## config.mk

```make
export PLATFORM = sky130hd
export DESIGN_NAME = sgf_game_stream_splitter_flat
export DESIGN_NICKNAME = d
export VERILOG_FILES = /design/src/hw/rtl/sgfs_pkg.sv /design/src/hw/rtl/sgfs_if.sv /design/src/hw/rtl/sgfs_in_stage.sv /design/src/hw/rtl/sgfs_parse_core.sv /design/src/hw/rtl/sgfs_out_stage.sv /design/src/hw/rtl/sgf_game_stream_splitter.sv /design/src/flat_wrapper.sv
export SDC_FILE = /design/constraint.sdc
export NUM_CORES = 1
export LEC_CHECK = 0
export BUFFER_PORTS_ARGS = -buffer_cell sky130_fd_sc_hd__buf_2
export CORE_MARGIN = 2
export CORE_UTILIZATION = 60
export DETAILED_ROUTE_END_ITERATION = 12
export GPL_TIMING_DRIVEN = 0
export PLACE_DENSITY = 0.94
export SYNTH_ARGS = -nofsm -noshare
export SYNTH_HDL_FRONTEND = slang
export SYNTH_SLANG_ARGS = --single-unit
```

## constraint.sdc

```tcl
create_clock -name clk -period 6.6 [get_ports clk]
set_input_delay 0.99 -clock clk [delete_from_list [all_inputs] [get_ports clk]]
set_output_delay 0.99 -clock clk [all_outputs]
set_load 0.05 [all_outputs]
```

## src/hw/rtl/sgfs_pkg.sv

```systemverilog
// ----------------------------------------------------------------------------
// sgfs_pkg
// Types and constants of the SGF game stream splitter.
// ----------------------------------------------------------------------------
`timescale 1ns / 1ps

package sgfs_pkg;

  localparam int unsigned DEPTH_W = 10;
  localparam int unsigned CNT_W   = 16;

  localparam logic [7:0] CH_NL     = 8'h0A;
  localparam logic [7:0] CH_BSLASH = 8'h5C;
  localparam logic [7:0] CH_LPAREN = 8'h28;
  localparam logic [7:0] CH_RPAREN = 8'h29;
  localparam logic [7:0] CH_LBRACK = 8'h5B;
  localparam logic [7:0] CH_RBRACK = 8'h5D;
  localparam logic [7:0] CH_SPACE  = 8'h20;
  localparam logic [7:0] CH_TAB    = 8'h09;
  localparam logic [7:0] CH_CR     = 8'h0D;

  localparam logic [CNT_W-1:0] CNT_MAX = {CNT_W{1'b1}};

  typedef struct packed {
    logic [7:0] data;
    logic       end_of_stream;
  } item_t;

  typedef struct packed {
    logic  vld;
    item_t item;
  } stage_t;

  typedef struct packed {
    logic             append;
    logic [7:0]       byte_out;
    logic             clear_buffer;
    logic             game_done;
    logic [CNT_W-1:0] game_total;
    logic             tag_error;
    logic [CNT_W-1:0] error_line;
  } res_t;

endpackage

```

## src/hw/rtl/sgfs_if.sv

```systemverilog
// ----------------------------------------------------------------------------
// sgfs channel interfaces
// Byte input, result output and configuration write channels.
// ----------------------------------------------------------------------------
`timescale 1ns / 1ps

interface sgfs_in_if;
  logic       valid;
  logic       ready;
  logic [7:0] data;
  logic       end_of_stream;

  modport source (output valid, output data, output end_of_stream, input ready);
  modport sink   (input valid, input data, input end_of_stream, output ready);
endinterface

interface sgfs_out_if;
  logic        valid;
  logic        ready;
  logic        append;
  logic [7:0]  byte_out;
  logic        clear_buffer;
  logic        game_done;
  logic [15:0] game_total;
  logic        tag_error;
  logic [15:0] error_line;

  modport source (output valid, output append, output byte_out, output clear_buffer,
                  output game_done, output game_total, output tag_error,
                  output error_line, input ready);
  modport sink   (input valid, input append, input byte_out, input clear_buffer,
                  input game_done, input game_total, input tag_error,
                  input error_line, output ready);
endinterface

interface sgfs_cfg_if;
  logic        valid;
  logic        ready;
  logic [15:0] data;

  modport source (output valid, output data, input ready);
  modport sink   (input valid, input data, output ready);
endinterface

```

## src/hw/rtl/sgfs_in_stage.sv

```systemverilog
// ----------------------------------------------------------------------------
// sgfs_in_stage
// Input register; refills in the same cycle the held item is taken.
// ----------------------------------------------------------------------------
`timescale 1ns / 1ps

module sgfs_in_stage (
  input  logic             clk,
  input  logic             rst_n,
  sgfs_in_if.sink          in_ch,
  input  logic             take,
  output sgfs_pkg::stage_t stg
);

  logic            vld_r;
  sgfs_pkg::item_t item_r;
  logic            acc;

  assign in_ch.ready = !vld_r || take;
  assign acc         = in_ch.valid && in_ch.ready;

  always_ff @(posedge clk) begin
    if (!rst_n) begin
      vld_r <= 1'b0;
    end else if (acc) begin
      vld_r <= 1'b1;
    end else if (take) begin
      vld_r <= 1'b0;
    end
  end

  always_ff @(posedge clk) begin
    if (acc) begin
      item_r.data          <= in_ch.data;
      item_r.end_of_stream <= in_ch.end_of_stream;
    end
  end

  assign stg.vld  = vld_r;
  assign stg.item = item_r;

endmodule

```

## src/hw/rtl/sgfs_parse_core.sv

```systemverilog
// ----------------------------------------------------------------------------
// sgfs_parse_core
// Parser state, game limit register and per-byte decode.
// ----------------------------------------------------------------------------
`timescale 1ns / 1ps

module sgfs_parse_core #(
  parameter int unsigned MAX_DEPTH = 255
) (
  input  logic             clk,
  input  logic             rst_n,
  input  logic             cfg_we,
  input  logic [15:0]      cfg_data,
  input  sgfs_pkg::stage_t stg,
  input  logic             take,
  output logic             res_vld,
  output sgfs_pkg::res_t   res
);

  localparam logic [sgfs_pkg::DEPTH_W-1:0] DEPTH_LIM = sgfs_pkg::DEPTH_W'(MAX_DEPTH);

  logic [sgfs_pkg::DEPTH_W-1:0] depth_r, depth_nxt;
  logic                         brk_r, brk_nxt;
  logic                         esc_r, esc_nxt;
  logic                         skip_r, skip_nxt;
  logic [sgfs_pkg::CNT_W-1:0]   line_r, line_nxt;
  logic [sgfs_pkg::CNT_W-1:0]   games_r, games_nxt;
  logic [15:0]                  max_r;

  logic [7:0] c;
  logic       eos;
  logic       stopped;
  logic       is_space;

  assign c        = stg.item.data;
  assign eos      = stg.item.end_of_stream;
  assign stopped  = games_r > max_r;
  assign is_space = (c == sgfs_pkg::CH_SPACE) ||
                    (c inside {[sgfs_pkg::CH_TAB:sgfs_pkg::CH_CR]});
  assign res_vld  = stg.vld && (eos || !stopped);

  always_comb begin
    depth_nxt = depth_r;
    brk_nxt   = brk_r;
    esc_nxt   = esc_r;
    skip_nxt  = skip_r;
    line_nxt  = line_r;
    games_nxt = games_r;
    res       = '0;
    if (eos) begin
      res.game_done  = (games_r == '0);
      res.game_total = (games_r == '0) ? sgfs_pkg::CNT_W'(1) : games_r;
      depth_nxt = '0;
      brk_nxt   = 1'b0;
      esc_nxt   = 1'b0;
      skip_nxt  = 1'b0;
      line_nxt  = '0;
      games_nxt = '0;
    end else if (!stopped) begin
      if (skip_r) begin
        if (!is_space) begin
          skip_nxt = 1'b0;
        end
      end else if (esc_r) begin
        esc_nxt    = 1'b0;
        res.append = 1'b1;
      end else begin
        res.append = 1'b1;
        if (c == sgfs_pkg::CH_NL && line_r != sgfs_pkg::CNT_MAX) begin
          line_nxt = line_r + 1'b1;
        end
        if (c == sgfs_pkg::CH_BSLASH) begin
          esc_nxt = 1'b1;
        end else if (c == sgfs_pkg::CH_LPAREN && !brk_r) begin
          if (depth_r == '0) begin
            skip_nxt         = 1'b1;
            res.clear_buffer = 1'b1;
            res.append       = 1'b0;
          end
          if (depth_r < DEPTH_LIM) begin
            depth_nxt = depth_r + 1'b1;
          end
        end else if (c == sgfs_pkg::CH_RPAREN && !brk_r) begin
          if (depth_r != '0) begin
            depth_nxt = depth_r - 1'b1;
            if (depth_r == sgfs_pkg::DEPTH_W'(1)) begin
              res.game_done = 1'b1;
              if (games_r != sgfs_pkg::CNT_MAX) begin
                games_nxt = games_r + 1'b1;
              end
            end
          end
        end else if (c == sgfs_pkg::CH_LBRACK && !brk_r) begin
          brk_nxt = 1'b1;
        end else if (c == sgfs_pkg::CH_RBRACK) begin
          if (!brk_r) begin
            res.tag_error  = 1'b1;
            res.error_line = line_r;
          end
          brk_nxt = 1'b0;
        end
      end
      res.byte_out   = res.append ? c : 8'h00;
      res.game_total = games_nxt;
    end
  end

  always_ff @(posedge clk) begin
    if (!rst_n) begin
      depth_r <= '0;
      brk_r   <= 1'b0;
      esc_r   <= 1'b0;
      skip_r  <= 1'b0;
      line_r  <= '0;
      games_r <= '0;
    end else if (take) begin
      depth_r <= depth_nxt;
      brk_r   <= brk_nxt;
      esc_r   <= esc_nxt;
      skip_r  <= skip_nxt;
      line_r  <= line_nxt;
      games_r <= games_nxt;
    end
  end

  always_ff @(posedge clk) begin
    if (!rst_n) begin
      max_r <= 16'hFFFF;
    end else if (cfg_we) begin
      max_r <= cfg_data;
    end
  end

endmodule

```

## src/hw/rtl/sgfs_out_stage.sv

```systemverilog
// ----------------------------------------------------------------------------
// sgfs_out_stage
// Result register driving the output channel.
// ----------------------------------------------------------------------------
`timescale 1ns / 1ps

module sgfs_out_stage (
  input  logic           clk,
  input  logic           rst_n,
  input  logic           res_vld,
  input  sgfs_pkg::res_t res,
  output logic           can_take,
  sgfs_out_if.source     out_ch
);

  logic           vld_r;
  sgfs_pkg::res_t res_r;
  logic           load;

  assign can_take = !vld_r || out_ch.ready;
  assign load     = res_vld && can_take;

  always_ff @(posedge clk) begin
    if (!rst_n) begin
      vld_r <= 1'b0;
    end else if (load) begin
      vld_r <= 1'b1;
    end else if (out_ch.ready) begin
      vld_r <= 1'b0;
    end
  end

  always_ff @(posedge clk) begin
    if (load) begin
      res_r <= res;
    end
  end

  assign out_ch.valid        = vld_r;
  assign out_ch.append       = res_r.append;
  assign out_ch.byte_out     = res_r.byte_out;
  assign out_ch.clear_buffer = res_r.clear_buffer;
  assign out_ch.game_done    = res_r.game_done;
  assign out_ch.game_total   = res_r.game_total;
  assign out_ch.tag_error    = res_r.tag_error;
  assign out_ch.error_line   = res_r.error_line;

endmodule

```

## src/hw/rtl/sgf_game_stream_splitter.sv

```systemverilog
// ----------------------------------------------------------------------------
// sgf_game_stream_splitter
// Splits a byte stream of game-record text into games, one byte per cycle.
//
//   channel | dir | payload
//   in_ch   | in  | data[7:0], end_of_stream
//   out_ch  | out | append, byte_out, clear_buffer, game_done, game_total,
//           |     | tag_error, error_line
//   cfg_ch  | in  | data[15:0] -> max_game_index, always ready
//
// One byte per cycle sustained while the output does not stall. Each byte
// is held in the input register, then decoded into the result register.
// Bytes ignored after the game limit produce no result.
// rst_n is synchronous; it clears parser state and sets max_game_index to
// 65535. An output stall holds the result and backs up through the input
// register once that register holds a byte.
// ----------------------------------------------------------------------------
`timescale 1ns / 1ps

module sgf_game_stream_splitter #(
  parameter int unsigned MAX_DEPTH = 255
) (
  input  logic       clk,
  input  logic       rst_n,
  sgfs_in_if.sink    in_ch,
  sgfs_out_if.source out_ch,
  sgfs_cfg_if.sink   cfg_ch
);

  sgfs_pkg::stage_t stg;
  sgfs_pkg::res_t   res;
  logic             res_vld;
  logic             can_take;
  logic             take;

  assign cfg_ch.ready = 1'b1;
  assign take         = stg.vld && can_take;

  sgfs_in_stage u_in (
    .clk   (clk),
    .rst_n (rst_n),
    .in_ch (in_ch),
    .take  (take),
    .stg   (stg)
  );

  sgfs_parse_core #(
    .MAX_DEPTH (MAX_DEPTH)
  ) u_core (
    .clk      (clk),
    .rst_n    (rst_n),
    .cfg_we   (cfg_ch.valid),
    .cfg_data (cfg_ch.data),
    .stg      (stg),
    .take     (take),
    .res_vld  (res_vld),
    .res      (res)
  );

  sgfs_out_stage u_out (
    .clk      (clk),
    .rst_n    (rst_n),
    .res_vld  (res_vld),
    .res      (res),
    .can_take (can_take),
    .out_ch   (out_ch)
  );

endmodule

```

## src/flat_wrapper.sv

```systemverilog
// flat-port wrapper written by rule: the top's interface ports become plain ports
module sgf_game_stream_splitter_flat 
#(
  parameter int unsigned MAX_DEPTH = 255
)
  (clk, rst_n, in_ch_valid, in_ch_data, in_ch_end_of_stream, in_ch_ready, out_ch_valid, out_ch_append, out_ch_byte_out, out_ch_clear_buffer, out_ch_game_done, out_ch_game_total, out_ch_tag_error, out_ch_error_line, out_ch_ready, cfg_ch_valid, cfg_ch_data, cfg_ch_ready);
  sgfs_in_if in_ch_i ();
  sgfs_out_if out_ch_i ();
  sgfs_cfg_if cfg_ch_i ();
  input  logic clk;
  input  logic rst_n;
  input wire logic [$bits(in_ch_i.valid)-1:0] in_ch_valid;
  input wire logic [$bits(in_ch_i.data)-1:0] in_ch_data;
  input wire logic [$bits(in_ch_i.end_of_stream)-1:0] in_ch_end_of_stream;
  output wire logic [$bits(in_ch_i.ready)-1:0] in_ch_ready;
  output wire logic [$bits(out_ch_i.valid)-1:0] out_ch_valid;
  output wire logic [$bits(out_ch_i.append)-1:0] out_ch_append;
  output wire logic [$bits(out_ch_i.byte_out)-1:0] out_ch_byte_out;
  output wire logic [$bits(out_ch_i.clear_buffer)-1:0] out_ch_clear_buffer;
  output wire logic [$bits(out_ch_i.game_done)-1:0] out_ch_game_done;
  output wire logic [$bits(out_ch_i.game_total)-1:0] out_ch_game_total;
  output wire logic [$bits(out_ch_i.tag_error)-1:0] out_ch_tag_error;
  output wire logic [$bits(out_ch_i.error_line)-1:0] out_ch_error_line;
  input wire logic [$bits(out_ch_i.ready)-1:0] out_ch_ready;
  input wire logic [$bits(cfg_ch_i.valid)-1:0] cfg_ch_valid;
  input wire logic [$bits(cfg_ch_i.data)-1:0] cfg_ch_data;
  output wire logic [$bits(cfg_ch_i.ready)-1:0] cfg_ch_ready;
  assign in_ch_i.valid = in_ch_valid;
  assign in_ch_i.data = in_ch_data;
  assign in_ch_i.end_of_stream = in_ch_end_of_stream;
  assign in_ch_ready = in_ch_i.ready;
  assign out_ch_valid = out_ch_i.valid;
  assign out_ch_append = out_ch_i.append;
  assign out_ch_byte_out = out_ch_i.byte_out;
  assign out_ch_clear_buffer = out_ch_i.clear_buffer;
  assign out_ch_game_done = out_ch_i.game_done;
  assign out_ch_game_total = out_ch_i.game_total;
  assign out_ch_tag_error = out_ch_i.tag_error;
  assign out_ch_error_line = out_ch_i.error_line;
  assign out_ch_i.ready = out_ch_ready;
  assign cfg_ch_i.valid = cfg_ch_valid;
  assign cfg_ch_i.data = cfg_ch_data;
  assign cfg_ch_ready = cfg_ch_i.ready;
  sgf_game_stream_splitter #(.MAX_DEPTH(MAX_DEPTH)) u_core (.clk(clk), .rst_n(rst_n), .in_ch(in_ch_i), .out_ch(out_ch_i), .cfg_ch(cfg_ch_i));
endmodule
```

# [Word-level counts from Yosys, hierarchy flattened]
# Index checks and enable logic that the tools add are counted.
[classes] n_addsub=4 n_lt_le_gt_ge=4 n_eq_ne=17 reduce_logical=36 n_mux=75 bitwise_logic=2
[ops] op="$mux 16" count=16
[ops] op="$mux 17" count=9
[ops] op="$mux 10" count=9
[ops] op="$mux 1" count=40
[ops] op="$mux 34" count=1
[ops] op="$add 16x1->16 const B" count=2
[ops] op="$ne 16x16->1 const B" count=2
[ops] op="$eq 8x6->1 const B" count=3
[ops] op="$eq 8x7->1 const B" count=3
[ops] op="$gt 16x16->1" count=1
[ops] op="$logic_not 16->1" count=1
[ops] op="$reduce_and 8->1" count=2
[ops] op="$ne 2x1->1 const B" count=6
[ops] op="$add 10x1->10 const B" count=1
[ops] op="$eq 10x1->1 const B" count=1
[ops] op="$logic_not 10->1" count=1
[ops] op="$lt 10x8->1 const B" count=1
[ops] op="$reduce_bool 10->1" count=1
[ops] op="$reduce_or 10->1" count=1
[ops] op="$sub 10x1->10 const B" count=1
[ops] op="$logic_and 1x1->1" count=9
[ops] op="$reduce_bool 3->1" count=3
[ops] op="$reduce_or 9->1" count=1
[ops] op="$eq 8x4->1 const B" count=1
[ops] op="13 further kinds" count=22
[totals] reg_bits=116 in_bits=30 elab_cells=156

# [Depth between registers and ports, before layout]
[depth] word_depth=11 depth_mapped=11 ltp_nobuf=10

# [Hierarchy]
# Synthesis repeated with hierarchy kept, for this count alone.
[hier_totals] cells_unflattened=668 hier_area_um2=6118.4
[by_module_without_submodules] mod="sgfs_parse_core" seq_area_each_um2=1221.2 cells_per_inst=601 area_each_um2=4386.7 instances=1
[by_module_without_submodules] mod="sgfs_out_stage" seq_area_each_um2=1341.3 cells_per_inst=49 area_each_um2=1378.8 instances=1
[by_module_without_submodules] mod="sgfs_in_stage" seq_area_each_um2=290.3 cells_per_inst=15 area_each_um2=335.3 instances=1
[by_module_without_submodules] mod="sgf_game_stream_splitter" seq_area_each_um2=0.0 cells_per_inst=3 area_each_um2=17.5 instances=1

# [Least setup slack after synthesis]
# OpenSTA, ideal clock, no wires.
[synth_path] kind="register -> register" startpoint="register u_core.u_core.games_r[15] in the netlist's numbering" endpoint="register u_core.u_out.res_r, in the netlist u_core.u_out.out_ch.append, enable pin" setup_slack_ps=3641 arrival_ps=2560 required_ps=6201 n_path_buf=1 stages_incl_launch_ff=9 synth_period_minus_slack_ps=2959 cell_sequence="dfxtp_1 ha_1 nand4_1 o21bai_1 nor3_1 nand3_1 buf_2 a21o_1 inv_1"
[synth_via] elab_chain_len=5
[synth_lines] element="from (decl)" line="sgfs_parse_core.sv:27" text="logic [sgfs_pkg::CNT_W-1:0] games_r, games_nxt;"
[synth_lines] element="from (signal assigned)" line="sgfs_parse_core.sv:122" text="games_r <= games_nxt;"
[synth_lines] element="$gt 16x16->1" line="sgfs_parse_core.sv:37" text="assign stopped = games_r > max_r;"
[synth_lines] element="$logic_not 1->1"
[synth_lines] element="$logic_or 1x1->1" line="sgfs_parse_core.sv:40" text="assign res_vld = stg.vld && (eos || !stopped);"
[synth_lines] element="$logic_and 1x1->1" line="sgfs_parse_core.sv:40"
[synth_lines] element="$logic_and 1x1->1" line="sgfs_out_stage.sv:21" text="assign load = res_vld && can_take;"
[synth_lines] element="named net u_core.u_out.load" line="sgfs_out_stage.sv:18" text="logic load;"
[synth_lines] element="to (signal assigned)" line="sgfs_out_stage.sv:35" text="res_r <= res;"
[synth_lines] element="to (decl)" line="sgfs_out_stage.sv:17" text="sgfs_pkg::res_t res_r;"
# The timed path passes the listed nets, and every way through them passes these cells.
# A chain may end at the register's enable or synchronous reset.

==> metrics.md <==
| Metric | Value |
|---|---|
| Run status | `finished clean` |
| Number of max-capacitance violations reported | `0` |
| Synthesized area per cell | `just over 9 µm²` |
| Fmax | `271 MHz` |
| Instance area after placement | `0.00662 mm²` |
| Ant diodes | `0` |
| Summed instance area of the synthesized netlist | `0.00606 mm²` |
| Synthesis-to-finish area growth | `18.3%` |
| Port Buffer Count | `75` |
| Post-layout worst setup margin | `2.92 ns` |
| LEAKAGE | `2.71 nW` |
| Pin count of the biggest net entering global routing | `36` |
| Type of the most critical hold path | `reg -> reg` |
| Period utilization | `0.558` |
| TritonCTS clock tree | `yes` |
| Synthesized net count | `roughly 700` |
| Kind of critical path | `reg -> reg` |
| Post-synthesis sequential area ratio | `0.471` |
| Latest clock arrival within the worst-skew pair | `around 0.53 ns` |
| Die span in x | `105 µm` |
| Fin. Hold Viols | `0` |
| First DRT Iteration DRCs | `600` |
| Clock sink count | `116` |
| Number of pins exceeding their max-slew limit in the final report | `0` |
| Num CTS Buffers | `17` |
| Maximum level of the CTS H-tree | `4` |
| Number of distinct standard cells referenced by the synthesized netlist | `63` |
| CTS-repair resized insts | `0` |
| Worst Path Arrival | `about 3.9 ns` |
| Endpoints failing setup | `0` |
| Antenna violations before repair | `1` |
| Number of global-route vias before repair | `5,143` |
| Remaining antenna violation count after routing | `0` |
| Post-placement setup slack | `approximately 3.0 ns` |
| Count of unresolved DRC violations after routing | `0` |
| Global-route wire length before repair | `25,000 µm` |
| Row cnt | `36` |
| Half-perimeter wire length after detailed placement | `around 11,000 µm` |
| Core ar. | `0.00977 mm²` |
| Top-level port count | `77` |
| Clk buf depth | `2` |
| Power per Cell Area | `255 mW/mm²` |
| Syn Inst Count | `between 600 and 700` |
| Last weighted congestion value of the routability-driven placer | `0.927` |
| Area of all placed cells without fillers | `0.00717 mm²` |
| Worst Setup End Kind | `flop` |
| Startpoint type of the worst setup path | `flop` |
| TNS Setup | `0 ns` |
| Setup bufs post-CTS | `0` |
| Post-route minimum period | `between 3 and 4 ns` |
| Pin slew with the least headroom to its limit | `0.752 ns` |
| Hold_ws | `0.489 ns` |
| Clock tree root buffer cell | `sky130_fd_sc_hd__clkbuf_8` |
| Number of warning messages in the yosys log | `0` |
| Number of enable flip-flop cells after synthesis | `53` |
| DRT Pass-1 Iters | `7` |
| Cell types occupying the most area after synthesis | `sky130_fd_sc_hd__edfxtp_1 (26%), sky130_fd_sc_hd__dfxtp_1 (21%), sky130_fd_sc_hd__ha_1 (4.7%)` |
| Share of async-settable or async-resettable flops after synthesis | `0` |
| Peak VDD IR | `0.000144 V` |
| Most common flop cell mapped by yosys | `sky130_fd_sc_hd__dfxtp_1` |
| Vias | `5,483` |
| Die area | `between 0.01 and 0.015 mm²` |
| RSZ-0062 raised after global routing | `false` |
| Die span in y | `105 µm` |
| Fraction of layout instances using a drive strength above 1 | `0.173` |
| Yosys top cell by area | `sky130_fd_sc_hd__edfxtp_1` |
| Finished Core Util | `0.734` |
| Global-route total usage across every layer | `0.289` |
| Req. time, crit path | `6.83 ns` |
| Fin Clk Skew | `between 0.009 and 0.01 ns` |
| Wire per inst | `17.2 µm` |
| Relative slew margins | `0.496` |
| Area fraction of the dominant cell type after synthesis | `0.263` |
| Maximum fanout along the worst path | `10` |
| Vias per cell | `6.17` |
| Number of synthesized register bits | `116` |
| Clock transition at the registers of the reported paths | `approximately 0.050 ns` |
| Post-layout nets | `796` |
| GRT Residual Overflow | `0` |
| Total of hold buffers inserted after clock tree synthesis | `0` |
| Detailed-route wire length | `15,300 µm` |
| Initial Util | `0.620` |
[power breakdown]
| group | total (mW) | internal [mW] | switching, mW |
|---|---|---|---|
| clock | 0.861 | 0.554 | 0.307 |
| sequential | 0.792 | 0.779 | 0.0131 |
| combinational | 0.175 | 0.0505 | 0.124 |
| total | 1.83 | 1.38 | 0.445 |
[worst paths after layout]
path / from / endpoint / slack (ns) / cells after the start
worst max-delay path: u_core.u_core.games_r[15]$_SDFFE_PN0P_ / u_core.u_out.out_ch.game_done$_DFFE_PP_ / 2.92 / 8
worst min-delay path: u_core.u_core.max_r[14]$_SDFFE_PN1P_ / u_core.u_core.max_r[14]$_SDFFE_PN1P_ / 0.49 / 2
worst min register to register: u_core.u_core.max_r[14]$_SDFFE_PN1P_ / u_core.u_core.max_r[14]$_SDFFE_PN1P_ / 0.49 / 2
worst max register to register: u_core.u_core.games_r[15]$_SDFFE_PN0P_ / u_core.u_out.out_ch.game_done$_DFFE_PP_ / 2.92 / 8
[area by class of cell]
class	instances	area, µm²
multi-input combinational	450	2870
sequential	116	2850
fill	730	2600
clock buffer	26	468
timing repair buffer	76	395
buffer	39	174
tap	133	166
inverter	43	161
clock inverter	6	80.1
[through the flow]
stage / instances / power [mW]
CTS: 889 / 1.82
finish: 889 / 1.83
global placement: 856 / 0.971
floorplan: 648 / 0.930
global route: 889 / 1.88
detailed placement: 857 / 0.978
[worst max-delay path: stages (launching register included)]
cell	delay (ns)
sky130_fd_sc_hd__dfxtp_1	0.43
sky130_fd_sc_hd__ha_1	0.38
sky130_fd_sc_hd__nand4_1	0.24
sky130_fd_sc_hd__nor4_2	0.56
sky130_fd_sc_hd__o21ai_0	0.24
sky130_fd_sc_hd__a31oi_1	0.60
sky130_fd_sc_hd__clkbuf_1	0.46
sky130_fd_sc_hd__buf_2	0.32
sky130_fd_sc_hd__o22ai_1	0.16
[flip-flops by register name (all words and copies together), names as in the netlist, 8 cells and up]
name / cells
u_core.u_core.games_r: 16
u_core.u_core.line_r: 16
u_core.u_core.max_r: 16
u_core.u_out.out_ch.error_line: 16
u_core.u_out.out_ch.game_total: 16
u_core.u_core.depth_r: 10
u_core.u_in.stg: 9
u_core.u_out.out_ch.byte_out: 8
[Yosys cell counts, types with 4 or more instances]
cell type / count
sky130_fd_sc_hd__a2111oi_0: 10
sky130_fd_sc_hd__a211oi_1: 9
sky130_fd_sc_hd__a21o_1: 5
sky130_fd_sc_hd__a21oi_1: 39
sky130_fd_sc_hd__a31oi_1: 6
sky130_fd_sc_hd__and2_1: 21
sky130_fd_sc_hd__and3_1: 10
sky130_fd_sc_hd__buf_2: 7
sky130_fd_sc_hd__clkbuf_1: 26
sky130_fd_sc_hd__dfxtp_1: 63
sky130_fd_sc_hd__edfxtp_1: 53
sky130_fd_sc_hd__ha_1: 23
sky130_fd_sc_hd__inv_1: 43
sky130_fd_sc_hd__nand2_1: 53
sky130_fd_sc_hd__nand3_1: 16
sky130_fd_sc_hd__nand4_1: 16
sky130_fd_sc_hd__nor2_1: 51
sky130_fd_sc_hd__nor3_1: 22
sky130_fd_sc_hd__nor4_1: 15
sky130_fd_sc_hd__o211ai_1: 16
sky130_fd_sc_hd__o21ai_0: 29
sky130_fd_sc_hd__o22a_1: 4
sky130_fd_sc_hd__o31ai_1: 7
sky130_fd_sc_hd__or2_2: 5
sky130_fd_sc_hd__or3_1: 19
sky130_fd_sc_hd__or4_1: 5
sky130_fd_sc_hd__xnor2_1: 19
[cells by family (layout without fill, tap and decap cells)]
| logic type | Yosys count | after routing | synth area share |
|---|---|---|---|
| AOI/OAI and AO/OA | 149 | 149 | 0.164 |
| xor gates and xnor gates | 19 | 19 | 0.0275 |
| adders and majority gates | 23 | 23 | 0.0475 |
| buffers and inverters | 82 | 190 | 0.0553 |
| DFF | 116 | 116 | 0.471 |
| muxes | 3 | 3 | 0.00516 |
| other | 1 | 1 | 0.000619 |
| and+or+nand+nor | 255 | 255 | 0.229 |
[routing by layer]
metal	GRT usage	part of all wire	up-vias
li1	-	-	2580
met5	0	0	-
met3	0.0815	0.098	63
met1	0.366	0.40	2523
met2	0.463	0.46	317
met4	0.123	0.034	0
[cell usage in the layout (no fill, tap or decap), types with 5 or more instances in the layout]
master	n
sky130_fd_sc_hd__buf_2	82
sky130_fd_sc_hd__or4_1	5
sky130_fd_sc_hd__nor4_1	15
sky130_fd_sc_hd__and2_1	21
sky130_fd_sc_hd__o211ai_1	16
sky130_fd_sc_hd__nor2_1	51
sky130_fd_sc_hd__or3_1	19
sky130_fd_sc_hd__dfxtp_1	63
sky130_fd_sc_hd__and3_1	10
sky130_fd_sc_hd__inv_1	42
sky130_fd_sc_hd__nand3_1	16
sky130_fd_sc_hd__o31ai_1	7
sky130_fd_sc_hd__clkbuf_1	33
sky130_fd_sc_hd__o21ai_0	29
sky130_fd_sc_hd__edfxtp_1	53
sky130_fd_sc_hd__a31oi_1	6
sky130_fd_sc_hd__xnor2_1	19
sky130_fd_sc_hd__a211oi_1	9
sky130_fd_sc_hd__a2111oi_0	10
sky130_fd_sc_hd__clkbuf_16	16
sky130_fd_sc_hd__or2_2	5
sky130_fd_sc_hd__ha_1	23
sky130_fd_sc_hd__a21o_1	5
sky130_fd_sc_hd__a21oi_1	39
sky130_fd_sc_hd__nand2_1	53
sky130_fd_sc_hd__nand4_1	16
sky130_fd_sc_hd__nor3_1	22
Note: power is estimated with default switching activity, not from simulation.
